[config.mk]
export PLATFORM = sky130hd
export DESIGN_NAME = overwriting_event_trace_buffer_core
export DESIGN_NICKNAME = d
export VERILOG_FILES = /design/src/hw/rtl/otetb_pkg.sv /design/src/hw/rtl/otetb_ram.sv /design/src/hw/rtl/otetb_fifo.sv /design/src/hw/rtl/otetb_front.sv /design/src/hw/rtl/otetb_back.sv /design/src/hw/rtl/overwriting_event_trace_buffer_core.sv
export SDC_FILE = /design/constraint.sdc
export NUM_CORES = 2
export LEC_CHECK = 0
export BUFFER_PORTS_ARGS = -buffer_cell sky130_fd_sc_hd__buf_2
export CAP_MARGIN = 30
export CORE_MARGIN = 3
export CORE_UTILIZATION = 25
export DETAILED_ROUTE_END_ITERATION = 8
export HOLD_SLACK_MARGIN = 0.03
export PLACE_DENSITY = 0.42
export SYNTH_ARGS = -nofsm -noshare
export SYNTH_HDL_FRONTEND = slang
export SYNTH_SLANG_ARGS = --single-unit
[constraint.sdc]
create_clock -name clock -period 9.84 [get_ports clock]
set_clock_uncertainty 0.2 [all_clocks]
set_input_delay 0.492 -clock clock [delete_from_list [all_inputs] [get_ports clock]]
set_output_delay 0.492 -clock clock [all_outputs]
set_load 0.02 [all_outputs]
[src/hw/rtl/otetb_pkg.sv]
// Package for the overwriting event trace buffer.
// Holds the word types, command and state types, and the queue constants.
// Depends on nothing; the front, the back, the top level and the testbench import it.
package otetb_pkg;

   // Input item kinds as they arrive on the request word.
   localparam logic [1:0] KIND_RECORD    = 2'd0;
   localparam logic [1:0] KIND_READ_LAST = 2'd1;
   localparam logic [1:0] KIND_SNAPSHOT  = 2'd2;

   // Result status codes.
   localparam logic STATUS_GOOD = 1'b0;
   localparam logic STATUS_NONE = 1'b1;

   // Queue between the front and the back, and the result queue.
   localparam int CMD_QUEUE_DEPTH = 2;
   localparam int RSP_QUEUE_DEPTH = 4;
   localparam int RSP_COUNT_W     = $clog2(RSP_QUEUE_DEPTH + 1);

   typedef struct packed {
      logic [1:0]  kind;
      logic [7:0]  source;
      logic [7:0]  code;
      logic [31:0] event_time;
      logic [6:0]  limit;
   } req_type;

   typedef struct packed {
      logic        status;
      logic [7:0]  out_source;
      logic [7:0]  out_code;
      logic [31:0] out_time;
      logic [31:0] out_sequence;
      logic        last_of_run;
   } rsp_type;

   typedef enum logic [1:0] {
      OP_RECORD,
      OP_READ_LAST,
      OP_SNAPSHOT
   } op_type;

   typedef struct packed {
      op_type      op;
      logic [7:0]  source;
      logic [7:0]  code;
      logic [31:0] event_time;
      logic [6:0]  limit;
      logic        limit_zero;
   } cmd_type;

   typedef struct packed {
      logic [7:0]  source;
      logic [7:0]  code;
      logic [31:0] time_ms;
      logic [31:0] sequence_num;
   } slot_type;

   typedef enum logic {
      ST_IDLE,
      ST_SNAP
   } state_type;

endpackage

[src/hw/rtl/otetb_ram.sv]
// Generic single-write, single-read RAM with a registered read port.
// Depends on nothing.
module otetb_ram #(
   parameter int WIDTH = 80,
   parameter int DEPTH = 16
) (
   input  logic                                   clock,
   input  logic                                   wr_en,
   input  logic [((DEPTH > 1) ? $clog2(DEPTH) : 1)-1:0] wr_addr,
   input  logic [WIDTH-1:0]                       wr_data,
   input  logic                                   rd_en,
   input  logic [((DEPTH > 1) ? $clog2(DEPTH) : 1)-1:0] rd_addr,
   output logic [WIDTH-1:0]                       rd_data
);

   logic [WIDTH-1:0] mem_ff [DEPTH];
   logic [WIDTH-1:0] rd_data_ff;

   always_ff @(posedge clock) begin
      if (wr_en) begin
         mem_ff[wr_addr] <= wr_data;
      end
      if (rd_en) begin
         rd_data_ff <= mem_ff[rd_addr];
      end
   end

   assign rd_data = rd_data_ff;

endmodule

[src/hw/rtl/otetb_fifo.sv]
// Small flip-flop queue used for the command queue and the result queue.
// Depends on nothing.
module otetb_fifo #(
   parameter int WIDTH = 8,
   parameter int DEPTH = 2
) (
   input  logic                           clock,
   input  logic                           reset,
   input  logic                           push,
   input  logic [WIDTH-1:0]               push_data,
   output logic                           full,
   input  logic                           pop,
   output logic [WIDTH-1:0]               pop_data,
   output logic                           empty,
   output logic [$clog2(DEPTH + 1)-1:0]   count
);

   localparam int PW = (DEPTH > 1) ? $clog2(DEPTH) : 1;
   localparam int CW = $clog2(DEPTH + 1);

   logic [WIDTH-1:0] mem_ff [DEPTH];
   logic [PW-1:0]    wr_ptr_ff, wr_ptr_in;
   logic [PW-1:0]    rd_ptr_ff, rd_ptr_in;
   logic [CW-1:0]    count_ff, count_in;
   logic             do_push, do_pop;

   assign full     = (count_ff == CW'(DEPTH));
   assign empty    = (count_ff == '0);
   assign count    = count_ff;
   assign pop_data = mem_ff[rd_ptr_ff];
   assign do_push  = push && !full;
   assign do_pop   = pop && !empty;

   always_comb begin
      wr_ptr_in = wr_ptr_ff;
      rd_ptr_in = rd_ptr_ff;
      count_in  = count_ff;
      if (do_push) begin
         wr_ptr_in = (wr_ptr_ff == PW'(DEPTH - 1)) ? '0 : wr_ptr_ff + 1'b1;
      end
      if (do_pop) begin
         rd_ptr_in = (rd_ptr_ff == PW'(DEPTH - 1)) ? '0 : rd_ptr_ff + 1'b1;
      end
      if (do_push && !do_pop) begin
         count_in = count_ff + 1'b1;
      end else if (do_pop && !do_push) begin
         count_in = count_ff - 1'b1;
      end
   end

   always_ff @(posedge clock) begin
      if (reset) begin
         wr_ptr_ff <= '0;
         rd_ptr_ff <= '0;
         count_ff  <= '0;
      end else begin
         wr_ptr_ff <= wr_ptr_in;
         rd_ptr_ff <= rd_ptr_in;
         count_ff  <= count_in;
      end
   end

   always_ff @(posedge clock) begin
      if (do_push) begin
         mem_ff[wr_ptr_ff] <= push_data;
      end
   end

endmodule

[src/hw/rtl/otetb_front.sv]
// Front part: accepts request words, classifies them into commands and queues them.
// Depends on otetb_pkg and otetb_fifo.
module otetb_front (
   input  logic              clock,
   input  logic              reset,
   input  logic              push,
   output logic              full,
   input  otetb_pkg::req_type req_word,
   input  logic              cmd_pop,
   output logic              cmd_empty,
   output otetb_pkg::cmd_type cmd_word
);
   import otetb_pkg::*;

   localparam int CMD_W = $bits(cmd_type);

   cmd_type           cmd_new;
   logic              cmd_valid;
   logic              accept;
   logic [CMD_W-1:0]  cmd_bits;

   assign accept = push && !full;

   // A word of an unused kind is taken and then dropped.
   always_comb begin
      cmd_valid          = 1'b1;
      cmd_new.op         = OP_RECORD;
      cmd_new.source     = req_word.source;
      cmd_new.code       = req_word.code;
      cmd_new.event_time = req_word.event_time;
      cmd_new.limit      = req_word.limit;
      cmd_new.limit_zero = (req_word.limit == '0);
      case (req_word.kind)
         KIND_RECORD:    cmd_new.op = OP_RECORD;
         KIND_READ_LAST: cmd_new.op = OP_READ_LAST;
         KIND_SNAPSHOT:  cmd_new.op = OP_SNAPSHOT;
         default:        cmd_valid  = 1'b0;
      endcase
   end

   otetb_fifo #(
      .WIDTH(CMD_W),
      .DEPTH(CMD_QUEUE_DEPTH)
   ) u_cmd_queue (
      .clock    (clock),
      .reset    (reset),
      .push     (accept && cmd_valid),
      .push_data(CMD_W'(cmd_new)),
      .full     (full),
      .pop      (cmd_pop),
      .pop_data (cmd_bits),
      .empty    (cmd_empty),
      .count    ()
   );

   assign cmd_word = cmd_type'(cmd_bits);

endmodule

[src/hw/rtl/otetb_back.sv]
// Back part: owns the ring pointers and the event RAM and carries out commands.
// Depends on otetb_pkg and otetb_ram.
module otetb_back #(
   parameter int DEPTH = 16
) (
   input  logic                                clock,
   input  logic                                reset,
   input  logic                                cmd_empty,
   input  otetb_pkg::cmd_type                  cmd_word,
   output logic                                cmd_pop,
   input  logic [otetb_pkg::RSP_COUNT_W-1:0]   rsp_count,
   output logic                                rsp_push,
   output otetb_pkg::rsp_type                  rsp_word
);
   import otetb_pkg::*;

   localparam int AW     = (DEPTH > 1) ? $clog2(DEPTH) : 1;
   localparam int FW     = $clog2(DEPTH + 1);
   localparam int SW     = AW + 2;
   localparam int SLOT_W = $bits(slot_type);

   state_type         state_ff, state_in;
   logic [AW-1:0]     wp_ff, wp_in;
   logic [FW-1:0]     fill_ff, fill_in;
   logic [31:0]       seq_ff, seq_in;
   logic [AW-1:0]     rd_ptr_ff, rd_ptr_in;
   logic [FW-1:0]     remain_ff, remain_in;
   logic              pend_ff, pend_in;
   logic              pend_last_ff, pend_last_in;

   logic              ram_we, ram_re;
   logic [AW-1:0]     ram_raddr;
   slot_type          ram_wslot, ram_rslot;
   logic [SLOT_W-1:0] ram_rbits;

   logic [AW-1:0]     newest, first, rd_ptr_next;
   logic [SW-1:0]     first_sum;
   logic [6:0]        fill7, n7;
   logic [FW-1:0]     snap_n;
   logic [RSP_COUNT_W:0] occupancy;
   logic              room;
   logic              direct_push;
   rsp_type           direct_word;
   logic [31:0]       seq_next;

   assign newest    = (wp_ff == '0) ? AW'(DEPTH - 1) : wp_ff - 1'b1;
   assign first_sum = SW'(wp_ff) + SW'(DEPTH) - SW'(fill_ff);
   assign first     = (first_sum >= SW'(DEPTH)) ? AW'(first_sum - SW'(DEPTH)) : AW'(first_sum);
   assign fill7     = 7'(fill_ff);
   assign n7        = (fill7 < cmd_word.limit) ? fill7 : cmd_word.limit;
   assign snap_n    = FW'(n7);
   assign rd_ptr_next = (rd_ptr_ff == AW'(DEPTH - 1)) ? '0 : rd_ptr_ff + 1'b1;
   assign seq_next  = seq_ff + 32'd1;

   // A RAM read is started only when its result is sure to find room in the
   // result queue when the registered read data arrives.
   assign occupancy = {1'b0, rsp_count} + {{RSP_COUNT_W{1'b0}}, pend_ff};
   assign room      = occupancy < (RSP_COUNT_W + 1)'(RSP_QUEUE_DEPTH);

   assign ram_wslot.source       = cmd_word.source;
   assign ram_wslot.code         = cmd_word.code;
   assign ram_wslot.time_ms      = cmd_word.event_time;
   assign ram_wslot.sequence_num = seq_next;

   always_comb begin
      state_in     = state_ff;
      wp_in        = wp_ff;
      fill_in      = fill_ff;
      seq_in       = seq_ff;
      rd_ptr_in    = rd_ptr_ff;
      remain_in    = remain_ff;
      pend_in      = 1'b0;
      pend_last_in = pend_last_ff;
      cmd_pop      = 1'b0;
      ram_we       = 1'b0;
      ram_re       = 1'b0;
      ram_raddr    = rd_ptr_ff;
      direct_push  = 1'b0;
      direct_word  = '{status: STATUS_NONE, out_source: '0, out_code: '0,
                       out_time: '0, out_sequence: '0, last_of_run: 1'b1};
      case (state_ff)
         ST_IDLE: begin
            if (!cmd_empty && !pend_ff && room) begin
               cmd_pop = 1'b1;
               case (cmd_word.op)
                  OP_RECORD: begin
                     ram_we      = 1'b1;
                     seq_in      = seq_next;
                     wp_in       = (wp_ff == AW'(DEPTH - 1)) ? '0 : wp_ff + 1'b1;
                     if (fill_ff != FW'(DEPTH)) begin
                        fill_in = fill_ff + 1'b1;
                     end
                     direct_push = 1'b1;
                     direct_word = '{status: STATUS_GOOD, out_source: cmd_word.source,
                                     out_code: cmd_word.code,
                                     out_time: cmd_word.event_time,
                                     out_sequence: seq_next, last_of_run: 1'b1};
                  end
                  OP_READ_LAST: begin
                     if (fill_ff == '0) begin
                        direct_push = 1'b1;
                     end else begin
                        ram_re       = 1'b1;
                        ram_raddr    = newest;
                        pend_in      = 1'b1;
                        pend_last_in = 1'b1;
                     end
                  end
                  OP_SNAPSHOT: begin
                     if (cmd_word.limit_zero || fill_ff == '0) begin
                        direct_push = 1'b1;
                     end else begin
                        rd_ptr_in = first;
                        remain_in = snap_n;
                        state_in  = ST_SNAP;
                     end
                  end
                  default: begin
                  end
               endcase
            end
         end
         ST_SNAP: begin
            if (room) begin
               ram_re       = 1'b1;
               ram_raddr    = rd_ptr_ff;
               pend_in      = 1'b1;
               pend_last_in = (remain_ff == FW'(1));
               rd_ptr_in    = rd_ptr_next;
               remain_in    = remain_ff - 1'b1;
               if (remain_ff == FW'(1)) begin
                  state_in = ST_IDLE;
               end
            end
         end
         default: state_in = ST_IDLE;
      endcase
   end

   always_ff @(posedge clock) begin
      if (reset) begin
         state_ff  <= ST_IDLE;
         wp_ff     <= '0;
         fill_ff   <= '0;
         seq_ff    <= '0;
         pend_ff   <= 1'b0;
      end else begin
         state_ff  <= state_in;
         wp_ff     <= wp_in;
         fill_ff   <= fill_in;
         seq_ff    <= seq_in;
         pend_ff   <= pend_in;
      end
   end

   always_ff @(posedge clock) begin
      rd_ptr_ff    <= rd_ptr_in;
      remain_ff    <= remain_in;
      pend_last_ff <= pend_last_in;
   end

   otetb_ram #(
      .WIDTH(SLOT_W),
      .DEPTH(DEPTH)
   ) u_slots (
      .clock  (clock),
      .wr_en  (ram_we),
      .wr_addr(wp_ff),
      .wr_data(SLOT_W'(ram_wslot)),
      .rd_en  (ram_re),
      .rd_addr(ram_raddr),
      .rd_data(ram_rbits)
   );

   assign ram_rslot = slot_type'(ram_rbits);

   // Read data and direct results never fall in the same cycle.
   always_comb begin
      if (pend_ff) begin
         rsp_push = 1'b1;
         rsp_word = '{status: STATUS_GOOD, out_source: ram_rslot.source,
                      out_code: ram_rslot.code, out_time: ram_rslot.time_ms,
                      out_sequence: ram_rslot.sequence_num,
                      last_of_run: pend_last_ff};
      end else begin
         rsp_push = direct_push;
         rsp_word = direct_word;
      end
   end

endmodule

[src/hw/rtl/overwriting_event_trace_buffer_core.sv]
// Top level of the overwriting event trace buffer.
// Depends on otetb_pkg, otetb_front, otetb_back, otetb_fifo and otetb_ram.
//
// Usage: request words enter through push/full like a queue write; a word is
// taken at a clock edge with push high and full low. Result words leave like
// a queue read: the oldest result sits on rsp_word while empty is low and is
// taken at an edge with pop high. A record word stores its event in a ring of
// DEPTH slots, overwriting the oldest once full, and returns the event with
// its new sequence number. A read-last word returns the newest event, and a
// snapshot word streams up to limit events, oldest first, marking the last.
// Words of an unused kind are taken and give no result.
//
// Flow: a record's result is pushed into the result queue in the same cycle
// that the back end pops the record. A read-last takes a RAM read, then a
// cycle for the registered read data, in which its result is pushed. A
// snapshot first sets its read pointer, then reads its events oldest first,
// one event per cycle while the result queue has room, set by the single
// read port of the slot RAM. A two-word command queue lets new words be
// taken while the back works.
//
// Reset clears the write pointer, fill count, sequence counter, state and both
// queues; slot contents and the snapshot read pointer are not cleared. When the
// receiver stalls, the result queue fills, the back end pauses, then the command queue fills and full rises.
module overwriting_event_trace_buffer_core #(
   parameter int DEPTH = 16
) (
   input  logic               clock,
   input  logic               reset,
   input  logic               push,
   output logic               full,
   input  otetb_pkg::req_type req_word,
   output logic               empty,
   input  logic               pop,
   output otetb_pkg::rsp_type rsp_word
);
   import otetb_pkg::*;

   localparam int RSP_W = $bits(rsp_type);

   logic                   cmd_empty, cmd_pop;
   cmd_type                cmd_word;
   logic [RSP_COUNT_W-1:0] rsp_count;
   logic                   rsp_push;
   rsp_type                rsp_new;
   logic [RSP_W-1:0]       rsp_bits;
   logic                   rsp_full;

   otetb_front u_front (
      .clock    (clock),
      .reset    (reset),
      .push     (push),
      .full     (full),
      .req_word (req_word),
      .cmd_pop  (cmd_pop),
      .cmd_empty(cmd_empty),
      .cmd_word (cmd_word)
   );

   otetb_back #(
      .DEPTH(DEPTH)
   ) u_back (
      .clock    (clock),
      .reset    (reset),
      .cmd_empty(cmd_empty),
      .cmd_word (cmd_word),
      .cmd_pop  (cmd_pop),
      .rsp_count(rsp_count),
      .rsp_push (rsp_push),
      .rsp_word (rsp_new)
   );

   // The back end only pushes when it has reserved room, so rsp_full is
   // never high at a push.
   otetb_fifo #(
      .WIDTH(RSP_W),
      .DEPTH(RSP_QUEUE_DEPTH)
   ) u_rsp_queue (
      .clock    (clock),
      .reset    (reset),
      .push     (rsp_push && !rsp_full),
      .push_data(RSP_W'(rsp_new)),
      .full     (rsp_full),
      .pop      (pop),
      .pop_data (rsp_bits),
      .empty    (empty),
      .count    (rsp_count)
   );

   assign rsp_word = rsp_type'(rsp_bits);

endmodule

==> impl_metrics.ini <==
[place]
detailed_place_hpwl_mm = 119
place_area_mm2 = 0.0800
port-buffer-count = 144
gp_congestion = 0.724
dp.cells = 8554

[detailed_routing]
drtAntennaViolNets = 0
drcViolationCount = 0
drt-initial-drc-count = 4138
via_per_inst = 5.03
drtPass1Iterations = 5
wire_per_inst_um = 26.6
num_vias = 45200
wirelength_mm = 239

[grt]
grt_max_degree = 171
antenna_found_initial = 8
use_met1_pct = 20.9
grt_pass1_vias = 45900
grt_usage_pct = 15.3
grt_pass1_wl_mm = 342
use_met3_pct = 1.99
globalRouteOverflowTotal = 0
use_met2_pct = 25.6
grt.busiest_layer = met2

[clocking]
cts_resized = 0
cts.sinks = 1871
cts_max_level = 4
clkTransAtPathRegs_ns = 0.06
cts_setup_buffers = 0
clock_path_buffers = 4
root_buffer = clkbuf_16
cts_tree = yes
cts_made_buffers = 214
clk_latency_ns = 0.86

[timing]
fmax_mhz = 183
slew_headroom_pct = 26.5
whs_ns = 0.0441
fin_tns_setup_ns = 0
finalCritPeriodShare_pct = 55.5
setup_viol = 0
final-hold-violation-count = 0
period_needed_ns = 5.46
worst_pin_slew_ns = 1.10
rsz0062_at_grt = no
slew_violations = 0

[floorplan]
num_rows = 199
die_x_um = 552
start_util_pct = 25.2
coreArea_mm2 = 0.295
design.portCount = 145
die_y_um = 552
die_area_mm2 = 0.304

[yosys]
avgSynthCellArea_um2 = 15.6
syn_area_mm2 = 0.0744
synthCells = 4773
ys_types = 61
ys_seq_area_share_pct = 74.7
synth-edff-count = 1814
synth_flop_cell = edfxtp_1
yosys_warnings = 0
synthArstFlopShare_pct = 0
ys_seq_elements = 1871
synth_nets = 4861

[setup_path]
rr_worst_depth = 9
criticalPathCategory = flip-flop to flip-flop
crit_chain = and3b_1, o211ai_2, or3_4, and2_4, nor2_4, buf_4, buf_4, nand3_1, a41o_1
critPathTopFamily = simple AND/OR/NAND/NOR gates
crit_path_end_kind = flip-flop
cpMostUsedCell = buf_4
arrival_ns = 5.82
critPathSlowestCell = buf_4
rrSetupSlack_ns = 4.38
startpoint_type = flip-flop
path_max_fanout = 56
crit_buf_inv = 2
cp.required_ns = 10.21
max_stage_delay_ns = 0.78
timing.rr.end = u_back.u_slots.rd_data[25]$_DFFE_PP_

[finish]
stdcell_count = 8988
fin_area_mm2 = 0.0870
multi_input_area_mm2 = 0.0174
fill_cells = 29300
regArea_mm2 = 0.0556
drive_gt1_share_pct = 14.2
fin_nets = 5003
area_growth_pct = 16.9

[pwr]
cellLeakagePower_nw = 27.9
peakVddDrop_uv = 126
p_per_area_mw_per_mm2 = 223
totalPowerFinal_mw = 19.4

[outcome]
status = finished, final reports clean

[run]
maxCapViolCount = 0

[worst_hold_path]
holdCritStartpoint = pop
holdPathStages = 4
hp-class = primary input to flip-flop
[stage by stage]
step / setup slack (ns) / utilization, %
finish: 4.38 / 29.5
CTS: 4.27 / 29.4
detailed placement: 4.30 / 27.1
global route: 4.16 / 29.5
floorplan: 1.87 / -
global placement: 4.23 / 27.0
[worst max-delay path by stage]
stage,from,endpoint,slack (ns),cells after the start
global route,flip-flop,u_back.u_slots.rd_data[78]$_DFFE_PP_,4.16,9
global placement,flip-flop,u_back.u_slots.rd_data[27]$_DFFE_PP_,4.23,9
CTS,flip-flop,u_back.u_slots.rd_data[25]$_DFFE_PP_,4.27,9
floorplan,u_rsp_queue.count[2]$_SDFFE_PP0P_,u_back.u_slots.mem_ff[0][0]$_DFFE_PP_,1.87,7
detailed placement,flip-flop,u_back.u_slots.rd_data[78]$_DFFE_PP_,4.30,9
finish,flip-flop,u_back.u_slots.rd_data[25]$_DFFE_PP_,4.38,9
[area by class of cell]
type,instances,area share [%]
Sequential cell,1871,64.0
Antenna cell,3,0.00863
Tap cell,3919,5.64
Inverter,22,0.0949
Multi-Input combinational cell,2472,20.0
Timing Repair Buffer,334,3.18
Clock inverter,92,0.705
Clock buffer,275,6.44
[tightest hold or removal path: cells and delay by family]
kind / cells / cell delay (ns)
simple gates: 2 / 0.26
compound gates: 1 / 0.21
buf+inv: 1 / 0.08
[where the power goes]
group / internal (mW) / leakage (nW) / switching [mW] / total (mW)
clock: 4.13 / 3.04 / 3.13 / 7.27
combinational: 0.777 / 7.88 / 1.80 / 2.57
sequential: 9.44 / 17.0 / 0.140 / 9.58
total: 14.4 / 27.9 / 5.07 / 19.4
[flip-flops by register name, summed over array words and instances (netlist names), named ones only]
signal and cells:
u_front.u_cmd_queue.count 2, u_back.state_ff 1, u_rsp_queue.mem_ff 328, u_back.pend_last_ff 1, u_back.seq_ff 32, u_back.rd_ptr_ff 4, u_rsp_queue.count 3, u_back.remain_ff 5
u_front.u_cmd_queue.wr_ptr_ff 1, u_back.u_slots.rd_data 80, u_back.fill_ff 5, u_front.u_cmd_queue.rd_ptr_ff 1, u_front.u_cmd_queue.mem_ff 116, u_rsp_queue.rd_ptr_ff 2, u_back.wp_ff 4, u_back.pend_ff 1
u_back.u_slots.mem_ff 1280, u_rsp_queue.wr_ptr_ff 2
[cells in the final DEF, fill, tap and decap left out, drive strengths merged, types with 3 or more instances in the layout]
cell type	synthesis	final
diode	0	3
and2	10	10
dlygate4sd3	0	58
clkbuf	306	275
xnor2	37	37
a31oi	4	4
edfxtp	1814	1814
and3	163	163
mux4	82	82
o31ai	4	4
a211oi	159	159
nand4	10	10
a21o	4	4
or3	11	11
o22ai	3	3
nand2b	5	5
inv	22	25
a22o	159	159
o21ai	262	262
dfxtp	57	57
buf	102	276
ha	25	25
a32oi	322	322
nor2	91	91
mux2i	13	13
nand2	378	378
a41o	80	80
mux2	49	49
nor3	20	20
xor2	36	36
nand3	497	497
nor2b	5	5
a21oi	22	22
bufinv	0	6
clkinv	0	81
[repair_timing]
action                                  CTS  global route
endpoints found under the setup margin    0             0
endpoints found under the hold margin   116             0
hold buffers                             58             0
[metal layers]
metal | vias up | share of wire (%)
met5 | - | 0
met4 | 0 | 2.4
met3 | 341 | 4.8
met2 | 1328 | 48
met1 | 24000 | 44
li1 | 19500 | -
[cells in the mapped netlist, types with 57 or more instances]
master	count	area share [%]
edfxtp_1	1814	73
a41o_1	80	1.1
a32oi_1	322	3.8
a211oi_1	159	1.6
mux4_2	82	2.5
clkbuf_1	306	1.5
nand2_1	377	1.9
nand3_1	497	3.3
and3_1	163	1.4
o21ai_0	259	1.7
buf_2	60	0.40
nor2_1	88	0.44
dfxtp_1	57	1.5
a22o_1	159	1.9
[kinds of logic (layout without fill, tap and decap cells)]
group	count (synthesis)	after routing	share of synthesized area (%)
AO/OA/AOI/OAI	1029	1029	10.5
XOR/XNOR	73	73	0.859
adder cells (fa/ha/maj)	27	27	0.474
buffers and inverters	430	723	2.30
flip-flops	1871	1871	74.7
multiplexers	144	144	3.41
other	0	3	0
AND/OR/NAND/NOR	1199	1199	7.73
(Power assumes the default switching activity.)
